File: src/hw/rtl/bitmap_block_allocator_assert.svh
// Assertion macros for the bitmap block allocator.
`ifndef BITMAP_BLOCK_ALLOCATOR_ASSERT_SVH
`define BITMAP_BLOCK_ALLOCATOR_ASSERT_SVH
`ifndef SYNTHESIS
`define BBA_ASSERT_SAME(lbl, ante, cons) \
    lbl: assert property (@(posedge clk) disable iff (!rst_n) (ante) |-> (cons)) \
        else $error("bba assertion failed");
`define BBA_ASSERT_NEXT(lbl, ante, cons) \
    lbl: assert property (@(posedge clk) disable iff (!rst_n) (ante) |=> (cons)) \
        else $error("bba assertion failed");
`else
`define BBA_ASSERT_SAME(lbl, ante, cons)
`define BBA_ASSERT_NEXT(lbl, ante, cons)
`endif
`endif

File: src/hw/rtl/bba_pkg.sv
// Shared constants, types and functions of the bitmap block allocator.
package bba_pkg;

    localparam int NUM_BLOCKS  = 4096;
    localparam int WORD_BITS   = 32;
    localparam int BIT_IDX_W   = $clog2(WORD_BITS);
    localparam int MAP_WORDS   = (NUM_BLOCKS + WORD_BITS - 1) / WORD_BITS;
    localparam int WORD_IDX_W  = $clog2(MAP_WORDS);
    localparam int BLOCK_W     = 12;
    localparam int COUNT_W     = 13;
    localparam int PADDR_W     = 3;

    localparam logic CMD_ALLOC = 1'b0;
    localparam logic CMD_FREE  = 1'b1;

    localparam logic REG_FIRST_DATA_BLOCK = 1'b0;
    localparam logic REG_BLOCK_COUNT      = 1'b1;

    typedef logic [WORD_BITS-1:0]  word_t;
    typedef logic [WORD_IDX_W-1:0] word_idx_t;
    typedef logic [BIT_IDX_W-1:0]  bit_idx_t;

    typedef struct packed {
        logic      we;
        word_idx_t addr;
        word_t     wdata;
    } ram_req_t;

    function automatic bit_idx_t lowest_set(input word_t w);
        bit_idx_t pos;
        pos = '0;
        for (int i = WORD_BITS - 1; i >= 0; i--)
        begin
            if (w[i])
            begin
                pos = bit_idx_t'(i);
            end
        end
        return pos;
    endfunction

endpackage

File: src/hw/rtl/bba_map_ram.sv
// Occupancy bitmap word memory with per-row valid bits; unwritten rows read as zero.
module bba_map_ram
(
    input  logic              clk,
    input  logic              rst_n,
    input  bba_pkg::ram_req_t req,
    output bba_pkg::word_t    rdata
);
    import bba_pkg::*;

    word_t                mem [MAP_WORDS];
    logic [MAP_WORDS-1:0] row_valid_reg;
    word_t                rd_data_reg;
    logic                 rd_valid_reg;

    always_ff @(posedge clk)
    begin
        if (req.we)
        begin
            mem[req.addr] <= req.wdata;
        end
        rd_data_reg <= mem[req.addr];
    end

    always_ff @(posedge clk or negedge rst_n)
    begin
        if (!rst_n)
        begin
            row_valid_reg <= '0;
            rd_valid_reg  <= 1'b0;
        end
        else
        begin
            if (req.we)
            begin
                row_valid_reg[req.addr] <= 1'b1;
            end
            rd_valid_reg <= row_valid_reg[req.addr];
        end
    end

    assign rdata = rd_valid_reg ? rd_data_reg : '0;

endmodule

File: src/hw/rtl/bitmap_block_allocator.sv
// Top level of the first-fit bitmap block allocator.
// Usage:
//   Input channel (in_valid/in_stall) carries command and block_number.
//   command 0 allocates the lowest free block in [first_data_block,
//   min(block_count, 4096)); command 1 frees block_number.
//   Output channel (out_valid/out_stall) returns granted_block and full_res,
//   one transaction per input transaction, in order.
//   Registers over APB: 0x0 first_data_block, 0x4 block_count; pready is
//   always high; write only while idle.
// Sequence: free reads the bitmap word, clears its bit, writes it back.
//   Allocate scans one bitmap word at a time (one word read, one 32-bit
//   free-bit search), then writes the hit word back; an empty range
//   reports full without a scan. Each ends in finish, which loads the
//   output register; the next transaction is accepted back in idle.
// One transaction is in work at a time; in_stall is high while busy.
//   A finished result may wait in the output register while the next
//   transaction is accepted; a stalled receiver holds the block in its
//   final state until the output register frees.
// Reset clears the bitmap (per-word valid bits, no sweep), the registers
//   to first_data_block 0 and block_count 4096, and the output channel.
`include "bitmap_block_allocator_assert.svh"
module bitmap_block_allocator
(
    input  logic                          clk,
    input  logic                          rst_n,
    input  logic                          in_valid,
    output logic                          in_stall,
    input  logic                          command,
    input  logic [bba_pkg::BLOCK_W-1:0]   block_number,
    output logic                          out_valid,
    input  logic                          out_stall,
    output logic [bba_pkg::BLOCK_W-1:0]   granted_block,
    output logic                          full_res,
    input  logic                          psel,
    input  logic                          penable,
    input  logic                          pwrite,
    input  logic [bba_pkg::PADDR_W-1:0]   paddr,
    input  logic [31:0]                   pwdata,
    output logic [31:0]                   prdata,
    output logic                          pready
);
    import bba_pkg::*;

    localparam logic [2:0] S_IDLE   = 3'd0;
    localparam logic [2:0] S_READ   = 3'd1;
    localparam logic [2:0] S_CHECK  = 3'd2;
    localparam logic [2:0] S_WRITE  = 3'd3;
    localparam logic [2:0] S_FINISH = 3'd4;

    localparam word_t ALL_ONES = '1;
    localparam logic [COUNT_W-1:0] LIMIT_MAX = COUNT_W'(NUM_BLOCKS);

    logic [2:0]           state_reg, state_next;
    logic [BLOCK_W-1:0]   first_reg;
    logic [COUNT_W-1:0]   count_reg;
    logic                 cmd_reg, cmd_next;
    logic [BLOCK_W-1:0]   blk_reg, blk_next;
    word_idx_t            widx_reg, widx_next;
    word_t                wdata_reg, wdata_next;
    logic [BLOCK_W-1:0]   res_blk_reg, res_blk_next;
    logic                 res_full_reg, res_full_next;
    logic                 out_valid_reg;
    logic [BLOCK_W-1:0]   out_blk_reg;
    logic                 out_full_reg;

    ram_req_t             ram_req;
    word_t                rdata;
    logic [COUNT_W-1:0]   limit;
    logic [COUNT_W-1:0]   lim_m1;
    logic                 range_empty;
    word_idx_t            first_word;
    word_idx_t            last_word;
    word_t                lo_mask;
    word_t                hi_mask;
    word_t                free_bits;
    logic                 hit;
    bit_idx_t             pos;
    logic                 in_accept;
    logic                 out_free;
    logic                 cfg_write;

    bba_map_ram u_map_ram
    (
        .clk   (clk),
        .rst_n (rst_n),
        .req   (ram_req),
        .rdata (rdata)
    );

    assign limit       = (count_reg > LIMIT_MAX) ? LIMIT_MAX : count_reg;
    assign lim_m1      = limit - COUNT_W'(1);
    assign range_empty = {1'b0, first_reg} >= limit;
    assign first_word  = first_reg[BLOCK_W-1 -: WORD_IDX_W];
    assign last_word   = lim_m1[BLOCK_W-1 -: WORD_IDX_W];

    assign lo_mask   = (widx_reg == first_word) ? (ALL_ONES << first_reg[BIT_IDX_W-1:0])
                                                : ALL_ONES;
    assign hi_mask   = (widx_reg == last_word)
                       ? (ALL_ONES >> (bit_idx_t'(WORD_BITS - 1) - lim_m1[BIT_IDX_W-1:0]))
                       : ALL_ONES;
    assign free_bits = ~rdata & lo_mask & hi_mask;
    assign hit       = |free_bits;
    assign pos       = lowest_set(free_bits);

    assign in_stall  = (state_reg != S_IDLE);
    assign in_accept = in_valid && !in_stall;
    assign out_free  = !out_valid_reg || !out_stall;

    assign ram_req.we    = (state_reg == S_WRITE);
    assign ram_req.addr  = widx_reg;
    assign ram_req.wdata = wdata_reg;

    always_comb
    begin
        state_next    = state_reg;
        cmd_next      = cmd_reg;
        blk_next      = blk_reg;
        widx_next     = widx_reg;
        wdata_next    = wdata_reg;
        res_blk_next  = res_blk_reg;
        res_full_next = res_full_reg;
        unique case (state_reg)
            S_IDLE:
            begin
                if (in_accept)
                begin
                    cmd_next      = command;
                    blk_next      = block_number;
                    res_blk_next  = '0;
                    res_full_next = 1'b0;
                    if (command == CMD_FREE)
                    begin
                        widx_next  = block_number[BLOCK_W-1 -: WORD_IDX_W];
                        state_next = S_READ;
                    end
                    else if (range_empty)
                    begin
                        res_full_next = 1'b1;
                        state_next    = S_FINISH;
                    end
                    else
                    begin
                        widx_next  = first_word;
                        state_next = S_READ;
                    end
                end
            end
            S_READ:
            begin
                state_next = S_CHECK;
            end
            S_CHECK:
            begin
                if (cmd_reg == CMD_FREE)
                begin
                    wdata_next = rdata & ~(word_t'(1) << blk_reg[BIT_IDX_W-1:0]);
                    state_next = S_WRITE;
                end
                else if (hit)
                begin
                    wdata_next   = rdata | (word_t'(1) << pos);
                    res_blk_next = {widx_reg, pos};
                    state_next   = S_WRITE;
                end
                else if (widx_reg == last_word)
                begin
                    res_full_next = 1'b1;
                    state_next    = S_FINISH;
                end
                else
                begin
                    widx_next  = widx_reg + word_idx_t'(1);
                    state_next = S_READ;
                end
            end
            S_WRITE:
            begin
                state_next = S_FINISH;
            end
            S_FINISH:
            begin
                if (out_free)
                begin
                    state_next = S_IDLE;
                end
            end
            default:
            begin
                state_next = S_IDLE;
            end
        endcase
    end

    always_ff @(posedge clk or negedge rst_n)
    begin
        if (!rst_n)
        begin
            state_reg     <= S_IDLE;
            out_valid_reg <= 1'b0;
        end
        else
        begin
            state_reg <= state_next;
            if (state_reg == S_FINISH && out_free)
            begin
                out_valid_reg <= 1'b1;
            end
            else if (!out_stall)
            begin
                out_valid_reg <= 1'b0;
            end
        end
    end

    always_ff @(posedge clk)
    begin
        cmd_reg      <= cmd_next;
        blk_reg      <= blk_next;
        widx_reg     <= widx_next;
        wdata_reg    <= wdata_next;
        res_blk_reg  <= res_blk_next;
        res_full_reg <= res_full_next;
        if (state_reg == S_FINISH && out_free)
        begin
            out_blk_reg  <= res_blk_reg;
            out_full_reg <= res_full_reg;
        end
    end

    assign out_valid     = out_valid_reg;
    assign granted_block = out_blk_reg;
    assign full_res      = out_full_reg;

    // APB register file
    assign pready    = 1'b1;
    assign cfg_write = psel && penable && pwrite && pready;

    always_ff @(posedge clk or negedge rst_n)
    begin
        if (!rst_n)
        begin
            first_reg <= '0;
            count_reg <= LIMIT_MAX;
        end
        else if (cfg_write)
        begin
            unique case (paddr[2])
                REG_FIRST_DATA_BLOCK: first_reg <= pwdata[BLOCK_W-1:0];
                REG_BLOCK_COUNT:      count_reg <= pwdata[COUNT_W-1:0];
                default:              ;
            endcase
        end
    end

    always_comb
    begin
        unique case (paddr[2])
            REG_FIRST_DATA_BLOCK: prdata = {{(32-BLOCK_W){1'b0}}, first_reg};
            REG_BLOCK_COUNT:      prdata = {{(32-COUNT_W){1'b0}}, count_reg};
            default:              prdata = '0;
        endcase
    end

    `BBA_ASSERT_SAME(a_full_grants_zero, out_valid_reg && out_full_reg, out_blk_reg == '0)
    `BBA_ASSERT_NEXT(a_accept_busy, in_accept, state_reg != S_IDLE)
    `BBA_ASSERT_NEXT(a_hit_writes, state_reg == S_CHECK && cmd_reg == CMD_ALLOC && hit, state_reg == S_WRITE && wdata_reg[pos] == 1'b1)
    `BBA_ASSERT_SAME(a_scan_in_range, state_reg == S_READ && cmd_reg == CMD_ALLOC, widx_reg <= last_word && widx_reg >= first_word)

endmodule

File: config.mk
export PLATFORM = sky130hd
export DESIGN_NAME = bitmap_block_allocator
export DESIGN_NICKNAME = d
export VERILOG_FILES = /design/src/hw/rtl/bba_pkg.sv /design/src/hw/rtl/bba_map_ram.sv /design/src/hw/rtl/bitmap_block_allocator.sv
export VERILOG_INCLUDE_DIRS = /design/src /design/src/hw/rtl
export SDC_FILE = /design/constraint.sdc
export NUM_CORES = 2
export LEC_CHECK = 0
export BUFFER_PORTS_ARGS = -buffer_cell sky130_fd_sc_hd__buf_2
export CAP_MARGIN = 20
export CELL_PAD_IN_SITES_DETAIL_PLACEMENT = 1
export CELL_PAD_IN_SITES_GLOBAL_PLACEMENT = 2
export CORE_AREA = 2 2 534 669
export DETAILED_ROUTE_END_ITERATION = 8
export DIE_AREA = 0 0 536 671
export GPL_ROUTABILITY_DRIVEN = 0
export GPL_TIMING_DRIVEN = 1
export PLACE_DENSITY = 0.84
export RECOVER_POWER = 25
export SLEW_MARGIN = 40
export SYNTH_ARGS = -nofsm -noshare
export SYNTH_HDL_FRONTEND = slang
export SYNTH_HIERARCHICAL = 1
export SYNTH_SLANG_ARGS = --single-unit
File: constraint.sdc
create_clock -name clk -period 5.8 [get_ports clk]
set_clock_uncertainty 0.1 [all_clocks]
set_input_delay 1.45 -clock clk [delete_from_list [all_inputs] [get_ports clk]]
set_output_delay 1.45 -clock clk [all_outputs]
set_load 0.05 [all_outputs]
After elaboration in Yosys (flattened, before gate mapping). Memories as Yosys holds them, arrays and structs flattened. A register that Yosys moved wholly into a read port is not among the register bits. Index checks and enable logic that the tools add are counted.

Input port bits: 55. Memories kept: 1. Register bits: 229. Bits in writable memories: 4096.

Memories: u_map_ram.mem (depth 128, width 32, rd ports 1, clocked after Yosys merged registers in 1, wr ports 1, line bba_map_ram.sv:11) `word_t mem [MAP_WORDS];`.

Multiplexer cells: 73. Equal/unequal tests: 15. Shift-type cells: 4. Bitwise operators: 8. Add/subtract/negate cells: 3. Reduce and logical (&&, ||, !) cells: 22. $lt $le $gt $ge: 4.

Operators by type and width (count): 32-bit two-way mux (5); 5-bit two-way mux (32); 128-bit bitwise OR (1); 32-bit AND (3); 32-bit NOT (2); 32-bit case mux with 2 select lines (1); 1-bit by 5-bit << shifter with 32-bit output (first input constant) (2); 7-bit two-way mux (6); 12-bit two-way mux (3); 32-bit bitwise OR (1); 32-bit OR reduction (1); 32-bit by 5-bit << shifter with 32-bit output (first input constant) (1); 32-bit by 5-bit >> shifter with 32-bit output (first input constant) (1); 12-bit case mux with 2 select lines (1); 3-bit two-way mux (7); 3-bit case mux with 5 select lines (1); 7-bit equality test (2); 2-bit != test (second input constant) (7); 7-bit case mux with 2 select lines (1); 12-bit by 13-bit >= comparator with 1-bit output (1); 13-bit > comparator (second input constant) (1); 13-bit two-way mux (1); 1-bit two-way mux (12); 12-bit by 1-bit subtractor with 12-bit output (second input constant) (1); 23 further kinds (35).

Longest topological paths before layout.
Depth after elaboration: 43. Mapped depth: 19.

Modules after synthesis. The synthesis kept the hierarchy.

Modules (own cells, without submodules): bba_map_ram (cells each 9466, area an instance 161509.9 um^2, instances 1); bitmap_block_allocator (cells each 826, area an instance 7563.5 um^2, instances 1).

Worst setup path before layout. Ideal clock, no wire load.

Path kind: reg2reg. Start point: register count_reg[12]. End point: register widx_reg[0], enable pin. Period minus slack after synthesis: 5.338 ns. Arrival time: 4.849 ns. Required time: 5.311 ns. Cell stages (with the launch flop): 19. Path buffers: 4. Slack: 0.462 ns. Cell sequence: dfstp_2 -> buf_2 -> clkinv_1 -> nand2_1 -> ha_1 -> buf_2 -> nand2_1 -> o21a_1 -> a21o_1 -> o211a_1 -> buf_4 -> nand4_1 -> o21a_1 -> or4_4 -> or3_1 -> buf_2 -> nor3_1 -> nor2_1 -> nor2_1.

Longest elaborated chain between the ends: 10. Elaborated cells on any way between the ends: 14. Those cells by class: add/sub: 2; order compare: 2; eq/ne: 4; shift: 1; mux: 2; bitwise: 1; reduce/logical: 2.

Ends and longest elaborated chain: start, declared (line bitmap_block_allocator.sv:55) `logic [COUNT_W-1:0] count_reg;`; start signal, assigned (line bitmap_block_allocator.sv:249) `REG_BLOCK_COUNT: count_reg <= pwdata[COUNT_W-1:0];`; 13-bit > comparator (line bitmap_block_allocator.sv:90) `assign limit = (count_reg > LIMIT_MAX) ? LIMIT_MAX : count_reg;`; 13-bit two-way mux (*) (line bitmap_block_allocator.sv:90); 12-bit by 1-bit subtractor with 12-bit output (line bitmap_block_allocator.sv:91) `assign lim_m1 = limit - COUNT_W'(1);`; 5-bit subtractor (line bitmap_block_allocator.sv:99) `? (ALL_ONES >> (bit_idx_t'(WORD_BITS - 1) - lim_m1[BIT_IDX_W-1:0]))`; 32-bit by 5-bit >> shifter with 32-bit output (line bitmap_block_allocator.sv:99); 32-bit two-way mux (line bitmap_block_allocator.sv:99); 32-bit AND (line bitmap_block_allocator.sv:101) `assign free_bits = ~rdata & lo_mask & hi_mask;`; 32-bit OR reduction (line bitmap_block_allocator.sv:102) `assign hit = |free_bits;`; 2-bit != test (no source line); 6-bit AND reduction (no source line) (*); end signal, assigned (line bitmap_block_allocator.sv:219) `widx_reg <= widx_next;`; end, declared (line bitmap_block_allocator.sv:58) `word_idx_t widx_reg, widx_next;`.

Mark *: on every way between the ends. The rest lies on a longest branch, timed or not. A chain may end at the register's enable or synchronous reset.

Final worst setup path.
Start point: register count_reg[12]. End point: register widx_reg[6], enable pin.

Same word-level chain as after synthesis.

==> impl_metrics.py <==
metrics = {
    "die": {
        "coreArea_sq_um": 353000,
        "initial_core_util": 0.479,
        "pin_count": 103,
        "die_h_um": 671,
        "die_width_um": 536,
        "die_area_sq_um": 360000,
        "fp-row-count": 244,
    },
    "final_layout": {
        "final_cell_mix": "4,167 x edfxtp_1, 808 x a221oi_1, 583 x a21oi_1",
        "final_common_cell": "edfxtp_1",
        "drive_gt1_frac": 0.178,
        "multiInputGateArea_sq_um": 37200,
        "fillerInstances": 32100,
        "nNetsFinal": 10700,
        "area_growth_pct": 14.1,
        "regArea_sq_um": 130000,
        "largest_reg_flops": 4096,
        "final_core_util": 0.547,
    },
    "drt": {
        "drtIter0Drc": 18200,
        "firstDrtPassIters": 9,
        "drc": 7,
        "vias_per_cell": 7.11,
        "vias": 111000,
        "ant_nets": 0,
        "wl_um": 635000,
        "post_drt_wl_per_cell_um": 40.5,
    },
    "pwr": {
        "ir_drop_mv": 0.429,
        "p_leak_nw": 61.7,
        "power_density_nw_per_um2": 558,
    },
    "logic_synthesis": {
        "yosysSeqAreaShare": 0.767,
        "netlist_area_sq_um": 169000,
        "avgSynthCellArea_sq_um": 16.4,
        "synth_flop_cell": "edfxtp_1",
        "synth_top_area_cell": "edfxtp_1",
        "synth_compound_area_frac": 0.132,
        "synth-simple-area-share": 0.0417,
        "synthMuxAreaShare": 0.0354,
        "synthTopCellsByArea": "edfxtp_1 74%, a221oi_1 4.2%, dfrtp_1 2.3%",
        "synthXorXnorAreaFrac": 0.000932,
        "synth_edf_count": 4167,
        "yosysTopAreaCellShare": 0.740,
        "synth_adder_area_share": 0.00118,
        "synthesis.yosys.warnings": 6,
        "synthCells": 10300,
        "yosys.cell_types.count": 110,
        "ys_seq_elements": 4357,
        "synth_top_family_by_area": "compound AO/OA/AOI/OAI gates",
        "synthArstFlopShare": 0.0363,
    },
    "placement": {
        "dp_hpwl_um": 377000,
        "io_buffers": 61,
    },
    "sta": {
        "period_share": 0.944,
        "finalSetupViolations": 0,
        "tns_ns": 0,
        "holdWs_ns": 0.324,
        "rsz0062_at_grt": "no",
        "fin_crit_ns": 5.47,
        "hold_viol": 0,
        "drv_slew": 2311,
        "fmax_mhz": 183,
        "relSlewSlack": -2.48,
        "tightest_slew_ns": 5.21,
    },
    "clock_network": {
        "h-tree-depth": 5,
        "cts-root-buf": "clkbuf_16",
        "cts_tree": "yes",
        "cts_setup_buffers": 0,
        "clk_transition_reported_paths_ns": 0.06,
        "clockBufferDepth": 4,
        "cts_sinks": 4357,
        "clk_latency_ns": 1.03,
        "cts_buffers": 408,
    },
    "global_route": {
        "antenna_found_initial": 56,
        "grt_max_degree": 105,
        "grt-ovfl-total": 0,
        "grt_pass1_wl_um": 881000,
        "grt_pass1_vias": 114000,
        "grt_use_total": 0.347,
    },
    "critical_path": {
        "cp_data_required_time_ns": 6.40,
        "max_stage_delay_ns": 0.56,
        "worst-setup-path-type": "flip-flop to flip-flop",
        "worstPathArrival_ns": 6.07,
        "start_kind": "flip-flop",
        "cp-end-kind": "flip-flop",
        "critical_path.max_fanout": 13,
        "crit_chain": "clkinv_1 -> nand2_1 -> ha_2 -> nand2b_4 -> o32ai_2 -> nand2_1 -> o221ai_2 -> nand4_1 -> buf_4 -> o21ai_1 -> nand4b_1 -> or3_1 -> nor3_1 -> nor2_2 -> nor2_1 -> buf_4",
        "cp_slowest_cell": "or3_1",
    },
    "run_status": {
        "violations": "design-rule violations, max-capacitance violations, max-slew violations",
        "status": "finished, violations left",
    },
    "job": {
        "maxCapViolations": 42,
    },
    "hold_path": {
        "hp-class": "flip-flop to flip-flop",
    },
}
==> Yosys cell counts, types with 25 or more instances <==
master and count:
a221o_1 66, nand2_1 403, buf_2 239, clkbuf_1 383, a2111oi_0 43, a22oi_1 475, nand4_1 37, nand2b_1 30
or3_1 25, a22o_1 95, buf_4 49, or2_2 144, o22a_1 29, o221ai_1 38, nand3_1 54, dfxtp_1 32
o22ai_1 184, edfxtp_1 4167, o211ai_1 31, a222oi_1 43, nor2_1 558, o21ai_0 367, a31oi_1 54, a21oi_1 587
and2_1 51, a211oi_1 31, a221oi_1 811, dfrtp_1 157, nor2b_1 40, nor3_1 55, mux2i_1 197, buf_1 110
mux2_2 256, mux4_2 47, nor4_1 30
==> metrics by stage <==
stage	setup slack, ns	power [mW]	std cells	cell area [sq um]
floorplan	0.462	58.7	10300	169000
global placement	0.338	76.4	14900	179000
detailed placement	0.158	78.2	14900	180000
CTS	0.0900	105	15600	193000
global route	0.0643	109	15600	193000
finish	0.326	108	15700	193000
==> critical path, delay by kind of cell, from the launching register on <==
kind | cells | cell delay (ns)
AOI/OAI and AO/OA | 3 | 1.05
adders and majority gates | 1 | 0.41
buffers and inverters | 3 | 0.68
DFF | 1 | 0.53
and+or+nand+nor | 9 | 2.40
==> cell families (layout without fill, tap and decap cells) <==
group | Yosys count | count (layout)
adder cells (fa/ha/maj) | 16 | 16
multiplexers | 505 | 505
buffers and inverters | 815 | 1456
flip-flops | 4357 | 4357
AO/OA/AOI/OAI | 3077 | 3077
XOR/XNOR | 18 | 18
other | 2 | 54
AND/OR/NAND/NOR | 1502 | 1502
==> metal layers <==
metal	track usage	part of all wire	vias up
li1	-	-	42800
met1	0.407	0.32	57300
met2	0.537	0.45	9010
met3	0.0905	0.13	2276
met4	0.290	0.10	16
met5	0	0.00016	-
==> worst paths after layout <==
kind	slack [ns]	end	start	cells past startpoint
worst max-delay path	0.33	widx_reg[6]	count_reg[12]	16
worst min register to register	0.32	full_res	res_full_reg	0
max in group asynchronous	0.96	u_map_ram/row_valid_reg[73]	rst_n	1
worst max register to register	0.33	widx_reg[6]	count_reg[12]	16
min in group asynchronous	2.08	count_reg[7]	rst_n	1
worst min-delay path	0.32	full_res	res_full_reg	0
==> power breakdown <==
group | switching (mW) | internal, mW
sequential | 0.850 | 38.5
combinational | 30.4 | 10.6
clock | 12.0 | 15.3
==> cell type report <==
| cell class | count | area share |
|---|---|---|
| Clock inverter | 206 | 0.0113 |
| Sequential cell | 4357 | 0.672 |
| Multi-Input combinational cell | 5138 | 0.193 |
| Tap cell | 4674 | 0.0303 |
| Antenna cell | 34 | 0.000441 |
| Timing Repair Buffer | 693 | 0.0342 |
| Inverter | 20 | 0.000480 |
| Clock buffer | 537 | 0.0579 |
==> repair_timing <==
| item | in CTS | in global routing |
|---|---|---|
| hold buffers | 0 | 0 |
| resized for setup | 0 | 2 |
| endpoints found under the setup margin | 0 | 53 |
No activity file was read; power rests on OpenSTA's default activity.
